<file path="config.mk">
export PLATFORM = sky130hd
export DESIGN_NAME = ncm_acc
export DESIGN_NICKNAME = d
export VERILOG_FILES = /design/src/rtl/assert_macros.svh /design/src/rtl/ncm_pkg.sv /design/src/rtl/ncm_acc.sv
export SDC_FILE = /design/constraint.sdc
export NUM_CORES = 1
export LEC_CHECK = 0
export ABC_AREA = 1
export BUFFER_PORTS_ARGS = -buffer_cell sky130_fd_sc_hd__buf_2
export CORE_UTILIZATION = 55
export DETAILED_ROUTE_END_ITERATION = 8
export PLACE_DENSITY = 0.78
export SETUP_SLACK_MARGIN = 0.15
export SLEW_MARGIN = 5
export SYNTH_ARGS = -nofsm -noshare
export SYNTH_HDL_FRONTEND = slang
export SYNTH_SLANG_ARGS = --single-unit
</file>
<file path="constraint.sdc">
create_clock -name clk_i -period 27.2 [get_ports clk_i]
set_input_delay 5.44 -clock clk_i [delete_from_list [all_inputs] [get_ports clk_i]]
set_output_delay 5.44 -clock clk_i [all_outputs]
set_load 0.02 [all_outputs]
</file>
<file path="src/rtl/assert_macros.svh">
// Assertion helpers shared by the RTL.
// Each macro places one labeled concurrent assertion on its own line.
`ifndef ASSERT_MACROS_SVH
`define ASSERT_MACROS_SVH

`ifndef SYNTHESIS
// Property must hold at every clock edge outside reset.
`define ASSERT_AT(lbl, clk, rstn, prop) \
  lbl: assert property (@(posedge clk) disable iff (!rstn) (prop)) \
    else $error("assertion failed: %m");
// Condition must never be true at a clock edge outside reset.
`define ASSERT_NEVER(lbl, clk, rstn, cond) \
  lbl: assert property (@(posedge clk) disable iff (!rstn) !(cond)) \
    else $error("forbidden condition seen: %m");
`else
`define ASSERT_AT(lbl, clk, rstn, prop)
`define ASSERT_NEVER(lbl, clk, rstn, cond)
`endif

`endif

</file>
<file path="src/rtl/ncm_pkg.sv">
`timescale 1ns / 1ps
`default_nettype none

package ncm_pkg;

  localparam int unsigned SAMPLE_W = 16;
  localparam int unsigned ENERGY_W = 39;
  localparam int unsigned MUTE_W   = 4;
  // samples summed per cycle by the accumulator
  localparam int unsigned GROUP    = 8;
  // squared sample: |s| <= 32768, so s*s < 2^31
  localparam int unsigned SQ_W     = 31;
  // energy update terms: e << 16 plus sq*655 << 8 stays below 2^56
  localparam int unsigned PROD_W   = 57;

  localparam int MIX_LIMIT = 32000;
  // 0.01 in Q16
  localparam int COEF_NEW  = 655;

  typedef logic signed [SAMPLE_W-1:0] sample_t;
  typedef logic [ENERGY_W-1:0]        energy_t;

  localparam sample_t MIX_POS  = sample_t'(MIX_LIMIT);
  localparam sample_t MIX_NEG  = sample_t'(-MIX_LIMIT);
  localparam sample_t UNIT_POS = sample_t'(1);
  localparam sample_t UNIT_NEG = sample_t'(-1);

  // lane controls from the sequencer
  typedef struct packed {
    logic sq_en;   // register the square of the lane's sample
    logic upd_en;  // commit the energy update
  } lane_ctrl_t;

endpackage

`default_nettype wire

</file>
<file path="src/rtl/ncm_acc.sv">
`timescale 1ns / 1ps
`default_nettype none

// Accumulates the contributing samples of one group per cycle while enabled.
module ncm_acc import ncm_pkg::*; #(
  parameter int unsigned SumW = 18
) (
  input  logic                   clk_i,
  input  logic                   clr_i,
  input  logic                   en_i,
  input  sample_t [GROUP-1:0]    smp_i,
  input  logic    [GROUP-1:0]    con_i,
  output logic signed [SumW-1:0] sum_o
);

  logic signed [SumW-1:0] acc_q;
  logic signed [SumW-1:0] acc_d;

  // add the group's contributors to the running sum
  always_comb begin
    acc_d = acc_q;
    for (int j = 0; j < GROUP; j++) begin
      if (con_i[j]) begin
        acc_d = acc_d + SumW'($signed(smp_i[j]));
      end
    end
  end

  always_ff @(posedge clk_i) begin
    if (clr_i) begin
      acc_q <= '0;
    end else if (en_i) begin
      acc_q <= acc_d;
    end
  end

  assign sum_o = acc_q;

endmodule

`default_nettype wire

</file>
# ---- Word-level counts from Yosys, hierarchy flattened
# Cells that the tools add are included.
dict set report word_totals {
  regBits 18
  latchBits 0
  ramBits 0
  romBits 0
  in_bits 139
  out_inout_bits 18
  wordCells 17
  memories 0
}
dict set report op_classes {
  addsub 8
  multipliers 0
  div 0
  order_cmp 0
  eq_ne 0
  n_shift 0
  mux 8
  bitwise 0
  reduce_logical 0
}
# op n
set ops {}
lappend ops {{$add 18x16->18} 8}
lappend ops {{$mux 18} 8}

# ---- Depth between registers and ports, before layout
dict set report depth {
  ltp_word 16
  depth_mapped 72
  ltp_nobuf 72
}

# ---- Least setup slack after synthesis
# OpenSTA, ideal clock, no wires.
dict set report synth_path {
  path_type {input -> register}
  start {input port smp_i[0] (netlist name)}
  end {register acc_q[17] (netlist: sum_o[17])}
  arrival_time_ps 14138
  required_time_ps 27091
  path_slack_ps 12953
  stages 64
  path_buffers 0
  path_cell_list {ha_1 -> inv_1 -> fa_1 -> o21ai_2 -> inv_1 -> fa_1 -> inv_1 -> nand2_1 -> nand2_1 -> o21ai_1 -> o21bai_2 -> xnor2_1 -> o21ai_2 -> ha_1 -> nand2_1 -> nand2_1 -> o21bai_1 -> a21oi_1 -> [... 28 more ...] -> nand3_1 -> or2_2 -> nand3_1 -> nand2_1 -> ha_1 -> a21oi_1 -> o21ai_0 -> o21bai_2 -> a21boi_1 -> o21ai_1 -> nand2_1 -> nand2_1 -> nor2_1 -> inv_1 -> nand2_1 -> nand3_1 -> nand2_1 -> inv_1}
}
dict set report synth_via {
  elab_chain_cells 16
}
# element line
set synth_lines {}
lappend synth_lines {{start: declaration} ncm_acc.sv:11} ;# input sample_t [GROUP-1:0] smp_i,
lappend synth_lines {{$add 18x16->18 (*)} ncm_acc.sv:24} ;# acc_d = acc_d + SumW'($signed(smp_i[j]));
lappend synth_lines {{$mux 18 (*)} ncm_acc.sv:23} ;# if (con_i[j]) begin
lappend synth_lines {{$add 18x16->18} ncm_acc.sv:24}
lappend synth_lines {{$mux 18 (*)} ncm_acc.sv:23}
lappend synth_lines {{$add 18x16->18} ncm_acc.sv:24}
lappend synth_lines {{$mux 18 (*)} ncm_acc.sv:23}
lappend synth_lines {{$add 18x16->18} ncm_acc.sv:24}
lappend synth_lines {{$mux 18 (*)} ncm_acc.sv:23}
lappend synth_lines {{$add 18x16->18} ncm_acc.sv:24}
lappend synth_lines {{$mux 18 (*)} ncm_acc.sv:23}
lappend synth_lines {{$add 18x16->18} ncm_acc.sv:24}
lappend synth_lines {{$mux 18 (*)} ncm_acc.sv:23}
lappend synth_lines {{$add 18x16->18} ncm_acc.sv:24}
lappend synth_lines {{$mux 18 (*)} ncm_acc.sv:23}
lappend synth_lines {{$add 18x16->18} ncm_acc.sv:24}
lappend synth_lines {{$mux 18 (*)} ncm_acc.sv:23}
lappend synth_lines {{end signal: assignment} ncm_acc.sv:31} ;# acc_q <= '0;
lappend synth_lines {{end signal: assignment} ncm_acc.sv:33} ;# acc_q <= acc_d;
lappend synth_lines {{end: declaration} ncm_acc.sv:16} ;# logic signed [SumW-1:0] acc_q;
# Mark *: on every way between the ends. The rest lies on a longest branch, timed or not.
# A chain may end at the register's enable or synchronous reset.

# ---- Worst setup path after layout
dict set report layout_path {
  start {input port con_i[0]}
  end {register acc_q[17] (netlist: sum_o[17])}
}
dict set report layout_via {
  elab_chain_cells 15
}
# element line
set layout_lines {}
lappend layout_lines {{start: declaration} ncm_acc.sv:12} ;# input logic [GROUP-1:0] con_i,
lappend layout_lines {{$mux 18 (*)} ncm_acc.sv:23}
lappend layout_lines {{$add 18x16->18} ncm_acc.sv:24}
lappend layout_lines {{$mux 18 (*)} ncm_acc.sv:23}
lappend layout_lines {{$add 18x16->18} ncm_acc.sv:24}
lappend layout_lines {{$mux 18 (*)} ncm_acc.sv:23}
lappend layout_lines {{$add 18x16->18} ncm_acc.sv:24}
lappend layout_lines {{$mux 18 (*)} ncm_acc.sv:23}
lappend layout_lines {{$add 18x16->18} ncm_acc.sv:24}
lappend layout_lines {{$mux 18 (*)} ncm_acc.sv:23}
lappend layout_lines {{$add 18x16->18} ncm_acc.sv:24}
lappend layout_lines {{$mux 18 (*)} ncm_acc.sv:23}
lappend layout_lines {{$add 18x16->18} ncm_acc.sv:24}
lappend layout_lines {{$mux 18 (*)} ncm_acc.sv:23}
lappend layout_lines {{$add 18x16->18} ncm_acc.sv:24}
lappend layout_lines {{$mux 18 (*)} ncm_acc.sv:23}
# Marks and branches as above.

==> flow_metrics.tcl <==
set metrics [dict create \
    ys_seq_area_share_pct 3.75 \
    power_uw 1560 \
    nets 2046 \
    multiInputGateArea_sq_um 8340 \
    wl_per_cell_um 14.6 \
    drt_wl_total_um 28800 \
    max_stage_delay_ns 0.44 \
    cts_tree "yes" \
    cp-end-kind "register" \
    setup_viol 0 \
    fin_crit_sh_pct 57.0 \
    synth_edf_count 0 \
    worst_pin_slew_ns 0.849 \
    max_cap_viol_count 0 \
    syn_inst 1621 \
    numCtsBuffers 3 \
    num_vias 10900 \
    status "finished, final reports clean" \
    drt-pass1-iter-count 6 \
    use_met3_pct 2.15 \
    hold_viol_final 0 \
    p_per_area_nw_per_um2 147 \
    synthFlopType "dfxtp_1" \
    period_minus_slack_ns 15.49 \
    r2r_cells 68 \
    cts-root-buf "clkbuf_16" \
    clock_latency_ns 0.25 \
    mostFrequentLayoutCells "nand2_1, inv_1, nand3_1, buf_2, ha_1" \
    rsz0062_at_grt "false" \
    max-vdd-ir-drop_mv 0.0801 \
    synthesis.yosys.warnings 0 \
    die-area_sq_um 18000 \
    maxSlewHeadroom_pct 43.1 \
    path_class "in -> reg" \
    fillers 1742 \
    drive_gt1_share_pct 16.2 \
    cts_buffer_depth 2 \
    syn_area_per_cell_sq_um 5.93 \
    drc_errors 0 \
    cts_setup_buffers 0 \
    grt_max_degree 29 \
    ys_ff_latch 18 \
    p_leak_uw 0.00586 \
    top_usage_layer "met2" \
    holdBufCountCts 0 \
    row_count 47 \
    port_buffers 156 \
    grt.met1_usage_pct 43.5 \
    place_ws_ns 11.55 \
    cp.arrival_ns 15.64 \
    stdcell_count 1972 \
    tns_ns 0 \
    grt-ovfl-total 0 \
    io_pins 157 \
    place_congestion 0.984 \
    largest_reg_flops 18 \
    cts-resized-gates 0 \
    grt_pass1_vias 10100 \
    grt_pass1_wl_um 47300 \
    final_common_cell "nand2_1" \
    cp.required_ns 27.35 \
    skew_ns 0.00185 \
    start_kind "input pin" \
    finalWorstSetupSlack_ns 11.71 \
    synthToLayoutAreaGrowth_pct 9.81 \
    regArea_sq_um 360 \
    syn_area_sq_um 9620 \
    syn_nets 1914 \
    die_x_um 134 \
    hold_depth 2 \
    grt_use_total_pct 32.2 \
    yosysUniqueCellTypes 55 \
    dpl.hpwl_um 25200 \
    worstPathMaxFanout 24 \
    antenna_left 0 \
    use_met2_pct 54.3 \
    core-area_sq_um 16800 \
    fmax_ghz 0.0645 \
    cts.sinks 18 \
    hp-class "reg -> reg" \
    path_clk_slew_ns 0.05 \
    maxSlewViolCount 0 \
    cts-htree-levels 1 \
    drtIter0Drc 592 \
    async_reset_ff_share_pct 0 \
    antenna_found_initial 0 \
    initial_utilization_pct 57.2 \
    cpMostUsedCell "nand2_1" \
    num_antenna_cells 0 \
    vias_per_cell 5.53 \
    dp_cells 1968 \
    die_y_um 134 \
    crit_path_top_delay_cell "fa_1" \
]
-- cell families (layout without fill, tap and decap cells) --
group | after synthesis | after routing | synth area share, %
AO/OA/AOI/OAI | 317 | 317 | 21.1
XOR/XNOR | 76 | 76 | 6.92
adder cells (fa/ha/maj) | 154 | 154 | 20.7
buffers and inverters | 219 | 350 | 9.55
flip-flops | 18 | 18 | 3.75
AND/OR/NAND/NOR | 837 | 837 | 38.0
-- per-stage QoR --
step	cell area, sq um	hold WS, ns	util (%)
after floorplan	9620	0.567	-
after global placement	10500	0.506	62.3
after detailed placement	10500	0.508	62.3
after CTS	10600	0.516	62.8
after global routing	10600	0.545	62.8
final	10600	0.509	62.8
-- Yosys cell counts (18+ instances only) --
cell type | n | area share [%]
xnor2_1 | 32 | 2.9
nand3_1 | 156 | 8.1
or2_2 | 18 | 1.2
inv_1 | 179 | 7.0
o21ai_2 | 40 | 3.6
dfxtp_1 | 18 | 3.7
nor2_1 | 97 | 3.8
and2_1 | 18 | 1.2
ha_1 | 146 | 19
nand2_2 | 20 | 1.3
xor2_1 | 44 | 4.0
o21ai_0 | 51 | 2.7
a21oi_1 | 125 | 6.5
nand2_1 | 470 | 18
-- report_power, final --
| group | leakage (uW) | switching [uW] | total (uW) | internal, uW |
|---|---|---|---|---|
| sequential | 0.000149 | 13.1 | 48.1 | 35.0 |
| clock | 0.0000442 | 9.60 | 32.0 | 22.4 |
| combinational | 0.00567 | 907 | 1480 | 569 |
| total | 0.00586 | 930 | 1560 | 626 |
-- path summary, 6_finish.rpt --
path,startpoint,slack (ns),end
setup / recovery,con_i[0],11.71,sum_o[17]
hold / removal,sum_o[2],0.51,sum_o[2]
setup reg to reg,sum_o[0],16.57,sum_o[17]
hold reg to reg,sum_o[2],0.51,sum_o[2]
-- area by class of cell --
class                      count  area share [%]
multi-input combinational   1384            79.0
sequential                    18            3.41
tap                          220            2.61
clock buffer                   4           0.841
timing repair buffer         157            7.46
inverter                     189            6.72
-- layer usage --
metal	routed length, um	vias up
met1	13200	4804
met3	1720	52
met4	920	0
met5	0	-
met2	13000	349
li1	-	5699
-- worst max-delay path, delay by kind of cell --
kind / cells / cell delay, ns
AOI/OAI and AO/OA: 18 / 3.08
adders and majority gates: 8 / 2.70
and+or+nand+nor: 26 / 2.63
buffers and inverters: 12 / 1.28
xor gates and xnor gates: 3 / 0.50
No activity file was read; power rests on OpenSTA's default activity.
