<file path="config.mk">
export PLATFORM = sky130hd
export DESIGN_NAME = ncm_lane
export DESIGN_NICKNAME = d
export VERILOG_FILES = /design/src/rtl/ncm_pkg.sv /design/src/rtl/ncm_lane.sv
export VERILOG_INCLUDE_DIRS = /design/src /design/src/rtl
export SDC_FILE = /design/constraint.sdc
export NUM_CORES = 2
export LEC_CHECK = 0
export BUFFER_PORTS_ARGS = -buffer_cell sky130_fd_sc_hd__buf_2
export CELL_PAD_IN_SITES_DETAIL_PLACEMENT = 1
export CELL_PAD_IN_SITES_GLOBAL_PLACEMENT = 2
export CORE_MARGIN = 3
export CORE_UTILIZATION = 35
export DETAILED_ROUTE_END_ITERATION = 12
export PLACE_DENSITY_LB_ADDON = 0.1
export SLEW_MARGIN = 20
export SYNTH_ARGS = -nofsm -noshare
export SYNTH_HDL_FRONTEND = slang
export SYNTH_SLANG_ARGS = --single-unit
</file>
<file path="constraint.sdc">
create_clock -name clk_i -period 13.6 [get_ports clk_i]
set_input_delay 1.36 -clock clk_i [delete_from_list [all_inputs] [get_ports clk_i]]
set_output_delay 1.36 -clock clk_i [all_outputs]
set_load 0.02 [all_outputs]
</file>
<file path="src/rtl/assert_macros.svh">
// Assertion helpers shared by the RTL.
// Each macro places one labeled concurrent assertion on its own line.
`ifndef ASSERT_MACROS_SVH
`define ASSERT_MACROS_SVH

`ifndef SYNTHESIS
// Property must hold at every clock edge outside reset.
`define ASSERT_AT(lbl, clk, rstn, prop) \
  lbl: assert property (@(posedge clk) disable iff (!rstn) (prop)) \
    else $error("assertion failed: %m");
// Condition must never be true at a clock edge outside reset.
`define ASSERT_NEVER(lbl, clk, rstn, cond) \
  lbl: assert property (@(posedge clk) disable iff (!rstn) !(cond)) \
    else $error("forbidden condition seen: %m");
`else
`define ASSERT_AT(lbl, clk, rstn, prop)
`define ASSERT_NEVER(lbl, clk, rstn, cond)
`endif

`endif

</file>
<file path="src/rtl/ncm_pkg.sv">
`timescale 1ns / 1ps
`default_nettype none

package ncm_pkg;

  localparam int unsigned SAMPLE_W = 16;
  localparam int unsigned ENERGY_W = 39;
  localparam int unsigned MUTE_W   = 4;
  // samples summed per cycle by the accumulator
  localparam int unsigned GROUP    = 8;
  // squared sample: |s| <= 32768, so s*s < 2^31
  localparam int unsigned SQ_W     = 31;
  // energy update terms: e << 16 plus sq*655 << 8 stays below 2^56
  localparam int unsigned PROD_W   = 57;

  localparam int MIX_LIMIT = 32000;
  // 0.01 in Q16
  localparam int COEF_NEW  = 655;

  typedef logic signed [SAMPLE_W-1:0] sample_t;
  typedef logic [ENERGY_W-1:0]        energy_t;

  localparam sample_t MIX_POS  = sample_t'(MIX_LIMIT);
  localparam sample_t MIX_NEG  = sample_t'(-MIX_LIMIT);
  localparam sample_t UNIT_POS = sample_t'(1);
  localparam sample_t UNIT_NEG = sample_t'(-1);

  // lane controls from the sequencer
  typedef struct packed {
    logic sq_en;   // register the square of the lane's sample
    logic upd_en;  // commit the energy update
  } lane_ctrl_t;

endpackage

`default_nettype wire

</file>
<file path="src/rtl/ncm_lane.sv">
`timescale 1ns / 1ps
`default_nettype none
`include "assert_macros.svh"

// One channel: own-sample removal, clip, mute and energy average.
module ncm_lane import ncm_pkg::*; #(
  parameter int unsigned SumW = 18
) (
  input  logic                   clk_i,
  input  logic                   rst_ni,
  input  sample_t                sample_i,
  input  logic                   contrib_i,
  input  logic signed [SumW-1:0] sum_i,
  input  logic                   mute_i,
  input  lane_ctrl_t             ctrl_i,
  output sample_t                mix_o,
  output energy_t                energy_o
);

  localparam int unsigned VW = SumW + 1;

  logic signed [31:0]   sq_full;
  logic [SQ_W-1:0]      sq_q;
  energy_t              energy_q;
  logic signed [VW-1:0] own;
  logic signed [VW-1:0] v;
  sample_t              clip;
  logic [PROD_W-1:0]    upd_sum;
  energy_t              e_new;

  // squared sample, registered ahead of the energy update
  assign sq_full = 32'(sample_i) * 32'(sample_i);

  always_ff @(posedge clk_i) begin
    if (ctrl_i.sq_en) begin
      sq_q <= sq_full[SQ_W-1:0];
    end
  end

  // mix less own sample, clipped to the limit
  assign own = contrib_i ? VW'(sample_i) : '0;
  assign v   = VW'(sum_i) - own;

  always_comb begin
    if (v > VW'(MIX_LIMIT)) begin
      clip = MIX_POS;
    end else if (v < -VW'(MIX_LIMIT)) begin
      clip = MIX_NEG;
    end else begin
      clip = v[SAMPLE_W-1:0];
    end
  end

  // muted: +1 at the positive limit, -1 at the negative limit, else 0
  always_comb begin
    if (!mute_i) begin
      mix_o = clip;
    end else if (clip == MIX_POS) begin
      mix_o = UNIT_POS;
    end else if (clip == MIX_NEG) begin
      mix_o = UNIT_NEG;
    end else begin
      mix_o = '0;
    end
  end

  // e' = (sq*256*655 + e*(65536-655)) >> 16
  assign upd_sum = ((PROD_W'(sq_q) * PROD_W'(COEF_NEW)) << 8)
                 + (PROD_W'(energy_q) << 16)
                 - (PROD_W'(energy_q) * PROD_W'(COEF_NEW));
  assign e_new   = upd_sum[ENERGY_W+15:16];

  assign energy_o = contrib_i ? e_new : energy_q;

  always_ff @(posedge clk_i or negedge rst_ni) begin
    if (!rst_ni) begin
      energy_q <= '0;
    end else if (ctrl_i.upd_en && contrib_i) begin
      energy_q <= e_new;
    end
  end

  `ASSERT_AT(a_mix_range, clk_i, rst_ni, ctrl_i.upd_en |-> ((mix_o <= MIX_POS) && (mix_o >= MIX_NEG)))
  `ASSERT_AT(a_energy_hold, clk_i, rst_ni, !(ctrl_i.upd_en && contrib_i) |=> $stable(energy_q))

endmodule

`default_nettype wire
</file>
### Word-level counts from Yosys, hierarchy flattened

Index checks and enable logic that the tools add are counted.

* add/subtract/negate cells: 3
* multiply operators: 3
* order comparisons: 2
* reductions and logical operators: 1
* mux-type cells: 7
* eq/ne operators: 2

Operators by type and width (number)
* two-way mux 16 bit: 5
* adder 49 x 55 -> 55 bit: 1
* subtractor 55 x 49 -> 55 bit: 1
* multiplier 39 x 10 -> 49 bit, second input constant: 1
* multiplier 31 x 10 -> 41 bit, second input constant: 1
* two-way mux 39 bit: 1
* == test 16 bit, second input constant: 2
* multiplier 16 x 16 -> 31 bit: 1
* greater-than comparator 19 x 16 -> 1 bit, second input constant: 1
* less-than comparator 19 x 16 -> 1 bit, second input constant: 1
* two-way mux 19 bit: 1
* subtractor 18 x 19 -> 19 bit: 1
* logical AND 1 bit: 1

* input bits: 40
* logic and storage cells: 20
* flip-flop bits (word level): 70
* output and inout bits: 55

### Longest topological paths before layout

* depth in word-level cells: 9
* mapped depth: 38
* depth with buffers taken out: 38

### Worst setup path after synthesis

OpenSTA, ideal clock, no wires.

* path type: register to output
* start: register sq_q[8]
* end: output port energy_o[36]
* path slack: 2.770 ns
* buffers on the path: 0
* arrival: 9.470 ns
* data required time: 12.240 ns
* stages on the path, launching flop included: 37
* cell sequence: edfxtp_1 fa_1 ha_1 inv_1 fa_1 inv_1 fa_1 inv_1 fa_1 inv_1 ha_1 and3_1 a21o_1 a211oi_1 o211ai_1 and3_1 o21a_1 o21ai_0 nand2b_1 a21oi_1 xor2_1 fa_1 fa_1 fa_1 fa_1 inv_1 ha_1 a211oi_1 o21ai_0 o211ai_1 a32oi_1 nor2b_1 o31ai_1 o21ai_1 and3_1 o31a_1 o31ai_1

* longest elaborated chain between the ends: 4

RTL lines
* start: declaration: RTL line ncm_lane.sv:23 `logic [SQ_W-1:0] sq_q;`
* start signal: assignment: RTL line ncm_lane.sv:36 `sq_q <= sq_full[SQ_W-1:0];`
* multiplier 31 x 10 -> 41 bit: RTL line ncm_lane.sv:68 `assign upd_sum = ((PROD_W'(sq_q) * PROD_W'(COEF_NEW)) << 8)`
* adder 49 x 55 -> 55 bit: RTL line ncm_lane.sv:69 `+ (PROD_W'(energy_q) << 16)`
* subtractor 55 x 49 -> 55 bit: RTL line ncm_lane.sv:70 `- (PROD_W'(energy_q) * PROD_W'(COEF_NEW));`
* two-way mux 39 bit: RTL line ncm_lane.sv:73 `assign energy_o = contrib_i ? e_new : energy_q;`
* end: declaration: RTL line ncm_lane.sv:17 `output energy_t energy_o`

No other way between the ends.

### Worst setup path after layout

* start: register sq_q[10]
* end: output port energy_o[36]

The elaborated chain is that of the path after synthesis.

==> metrics.md <==
| Metric | Value |
|---|---|
| N_diodes | 0 |
| Post-DRT Antenna Nets | 0 |
| Max FO, Critical Path | 6 |
| Final wirelength | 76900 um |
| Clock transition at path regs | 60 ps |
| WP data required | 12240 ps |
| Crit path top cell by count | fa_1 |
| # rows | 105 |
| DRT iter0 DRCs | 553 |
| Ys async rst share | 0.565 |
| Drt first pass iters | 7 |
| Ys flop type | dfrtp_1 |
| Max-slew violation count | 0 |
| Routed vias/inst | 4.82 |
| Worst hold path type | reg2reg |
| Final setup vio count | 0 |
| Util after Layout | 0.377 |
| Max Clock Skew | 20.9 ps |
| Setup tns final | 0 ps |
| Maxcap violations | 0 |
| Most common cell in the synthesized netlist | inv_1 |
| CORE AREA | 82100 um2 |
| Worst setup EP type | primary output |
| Crit path DAT | 11190 ps |
| FF-to-FF setup slack | 2790 ps |
| Vias | 20312 |
| Largest area contributor in the netlist | fa_1 |
| Gr usage total | 0.187 |
| Clock Latency Late Sink | 380 ps |
| Setup crit start | sq_q[10]$_DFFE_PP_ |
| Cell Area, Synth | 29000 um2 |
| Ports | 95 |
| Initial antenna violation count | 0 |
| Final Worst Setup Slack | 1050 ps |
| Fraction of layout cells with a size suffix above 1 | 0.0610 |
| Width of the die | 294 um |
| CP top delay family | adder cells |
| Number of global-route vias before repair | 23639 |
| Drc violations | 0 |
| Post-synth cell types | 86 |
| Hpwl dp | 67700 um |
| Synth top cells by count | inv_1 (863), fa_1 (552), ha_1 (481) |
| Slew margin rel. | 0.211 |
| RSZ-0062 raised after global routing | no |
| Launch point of the worst reg-to-reg path | sq_q[10]$_DFFE_PP_ |
| Largest net degree at the start of global routing | 59 |
| Chip Height | 294 um |
| CTS tree | yes |
| Die Area | 86500 um2 |
| GRT overflow | 0 |
| Share of the synthesized area in the top cell type | 0.380 |
| Fmax | 79.7 MHz |
| Post-Place Setup Slack | 1480 ps |
| IO Port Bufs | 94 |
| Number of post-CTS setup repair buffers | 0 |
| Max H-tree Level | 3 |
| CTS Buffer Depth | 2 |
| Tmin final | 12550 ps |
| Seq cells post-synth | 69 |
| Final Cycle Share | 0.923 |
| Ranking of synthesized cells by area | fa_1 (38%), ha_1 (21%), inv_1 (11%) |
| CP peak stage delay | 1000 ps |
| Critical path buffer and inverter count | 4 |
| WL per Instance | 18.2 um |
| Initial core utilization | 0.354 |
| Post-Synthesis Cells | 3074 |
| Post-CTS Resized | 0 |
| CP max-delay cell | a2111oi_0 |
| P&R area growth vs syn | 6.71% |
| Root Buffer | clkbuf_16 |
| YS warnings | 0 |
| Hold Fails Final Rpt | 0 |
| Clock sinks | 69 |
| Post-synth EDFFs | 30 |
| Syn avg cell area | 9.45 um2 |
| WS Path Type | reg2out |
| CTS Buf Count | 9 |
| Placer congestion estimate | 0.822 |
| Final net count | 4213 |
| Worst-Margin Slew | 1150 ps |
| Register area share after synthesis | 0.0646 |
| First-pass GRT wire length | 129000 um |
| CTS Hold Buffers Added | 0 |
| Outcome | complete, no violations |
| HP Start | energy_q[25]$_DFFE_PN0P_ |
| Critical path launch point type | flop |
kinds of logic after synthesis:
| group | after synthesis | share of synthesized area |
|---|---|---|
| compound gates | 436 | 0.101 |
| xor+xnor | 107 | 0.0323 |
| fa+ha+maj | 1033 | 0.588 |
| buf+inv | 910 | 0.118 |
| flops | 69 | 0.0646 |
| mux | 35 | 0.0135 |
| other cells | 2 | 0.000259 |
| simple gates | 482 | 0.0823 |
per-layer routing:
layer | routed length, um | global-route usage | part of all wire
met1 | 37100 | 0.256 | 0.48
met2 | 37900 | 0.331 | 0.49
met3 | 1300 | 0.0131 | 0.017
met4 | 584 | 0.0267 | 0.0076
met5 | 0 | 0 | 0
layout by cell type (no fill, tap or decap), types with 30 or more instances in the layout:
master and count:
inv_1 863, fa_1 552, ha_1 481, nand2_1 177, a21oi_1 102, buf_2 93
o21ai_0 91, nor2_1 85, a21o_1 65, xnor2_1 65, and2_1 55, xor2_1 42
dfrtp_1 39, mux2_2 33, edfxtp_1 30
sequential cells by signal (all words and copies together), names as in the netlist:
name	flops
sq_q	30
energy_q	39
metrics by stage:
stage | area, um2 | cells | hold WS (ps)
2_1_floorplan | 29100 | 3076 | 658
6_report | 31000 | 4215 | 839
5_1_grt | 31000 | 4215 | 908
3_5_place_dp | 30700 | 4199 | 856
4_1_cts | 31000 | 4215 | 869
3_3_place_gp | 30700 | 4199 | 853
worst register-to-register path: cells and delay by family, from the launching register on:
| family | cells | cell delay (ps) |
|---|---|---|
| adder cells (fa/ha/maj) | 11 | 5030 |
| buffers and inverters | 3 | 130 |
| XOR/XNOR | 1 | 250 |
| flip-flops | 1 | 530 |
| AO/OA/AOI/OAI | 11 | 3550 |
| AND/OR/NAND/NOR | 5 | 1230 |
cell type report:
cell class,count,area (um2)
Clock buffer,12,256
Multi-Input combinational cell,2097,23700
Fill cell,9445,51100
Inverter,864,3240
Clock inverter,4,21.3
Timing Repair Buffer,99,510
Sequential cell,69,1880
Tap cell,1070,1340
worst paths after layout:
check | to | cells after the start
setup / recovery | energy_o[36] | 32
hold / removal | energy_q[25]$_DFFE_PN0P_ | 2
setup reg to reg | energy_q[36]$_DFFE_PN0P_ | 31
hold reg to reg | energy_q[25]$_DFFE_PN0P_ | 2
max in group asynchronous | energy_q[27]$_DFFE_PN0P_ | 2
min in group asynchronous | energy_q[6]$_DFFE_PN0P_ | 2
Power is left out: the tool's default activity adds up to more than one toggle a clock period on the data nets, which glitch-free logic cannot reach.
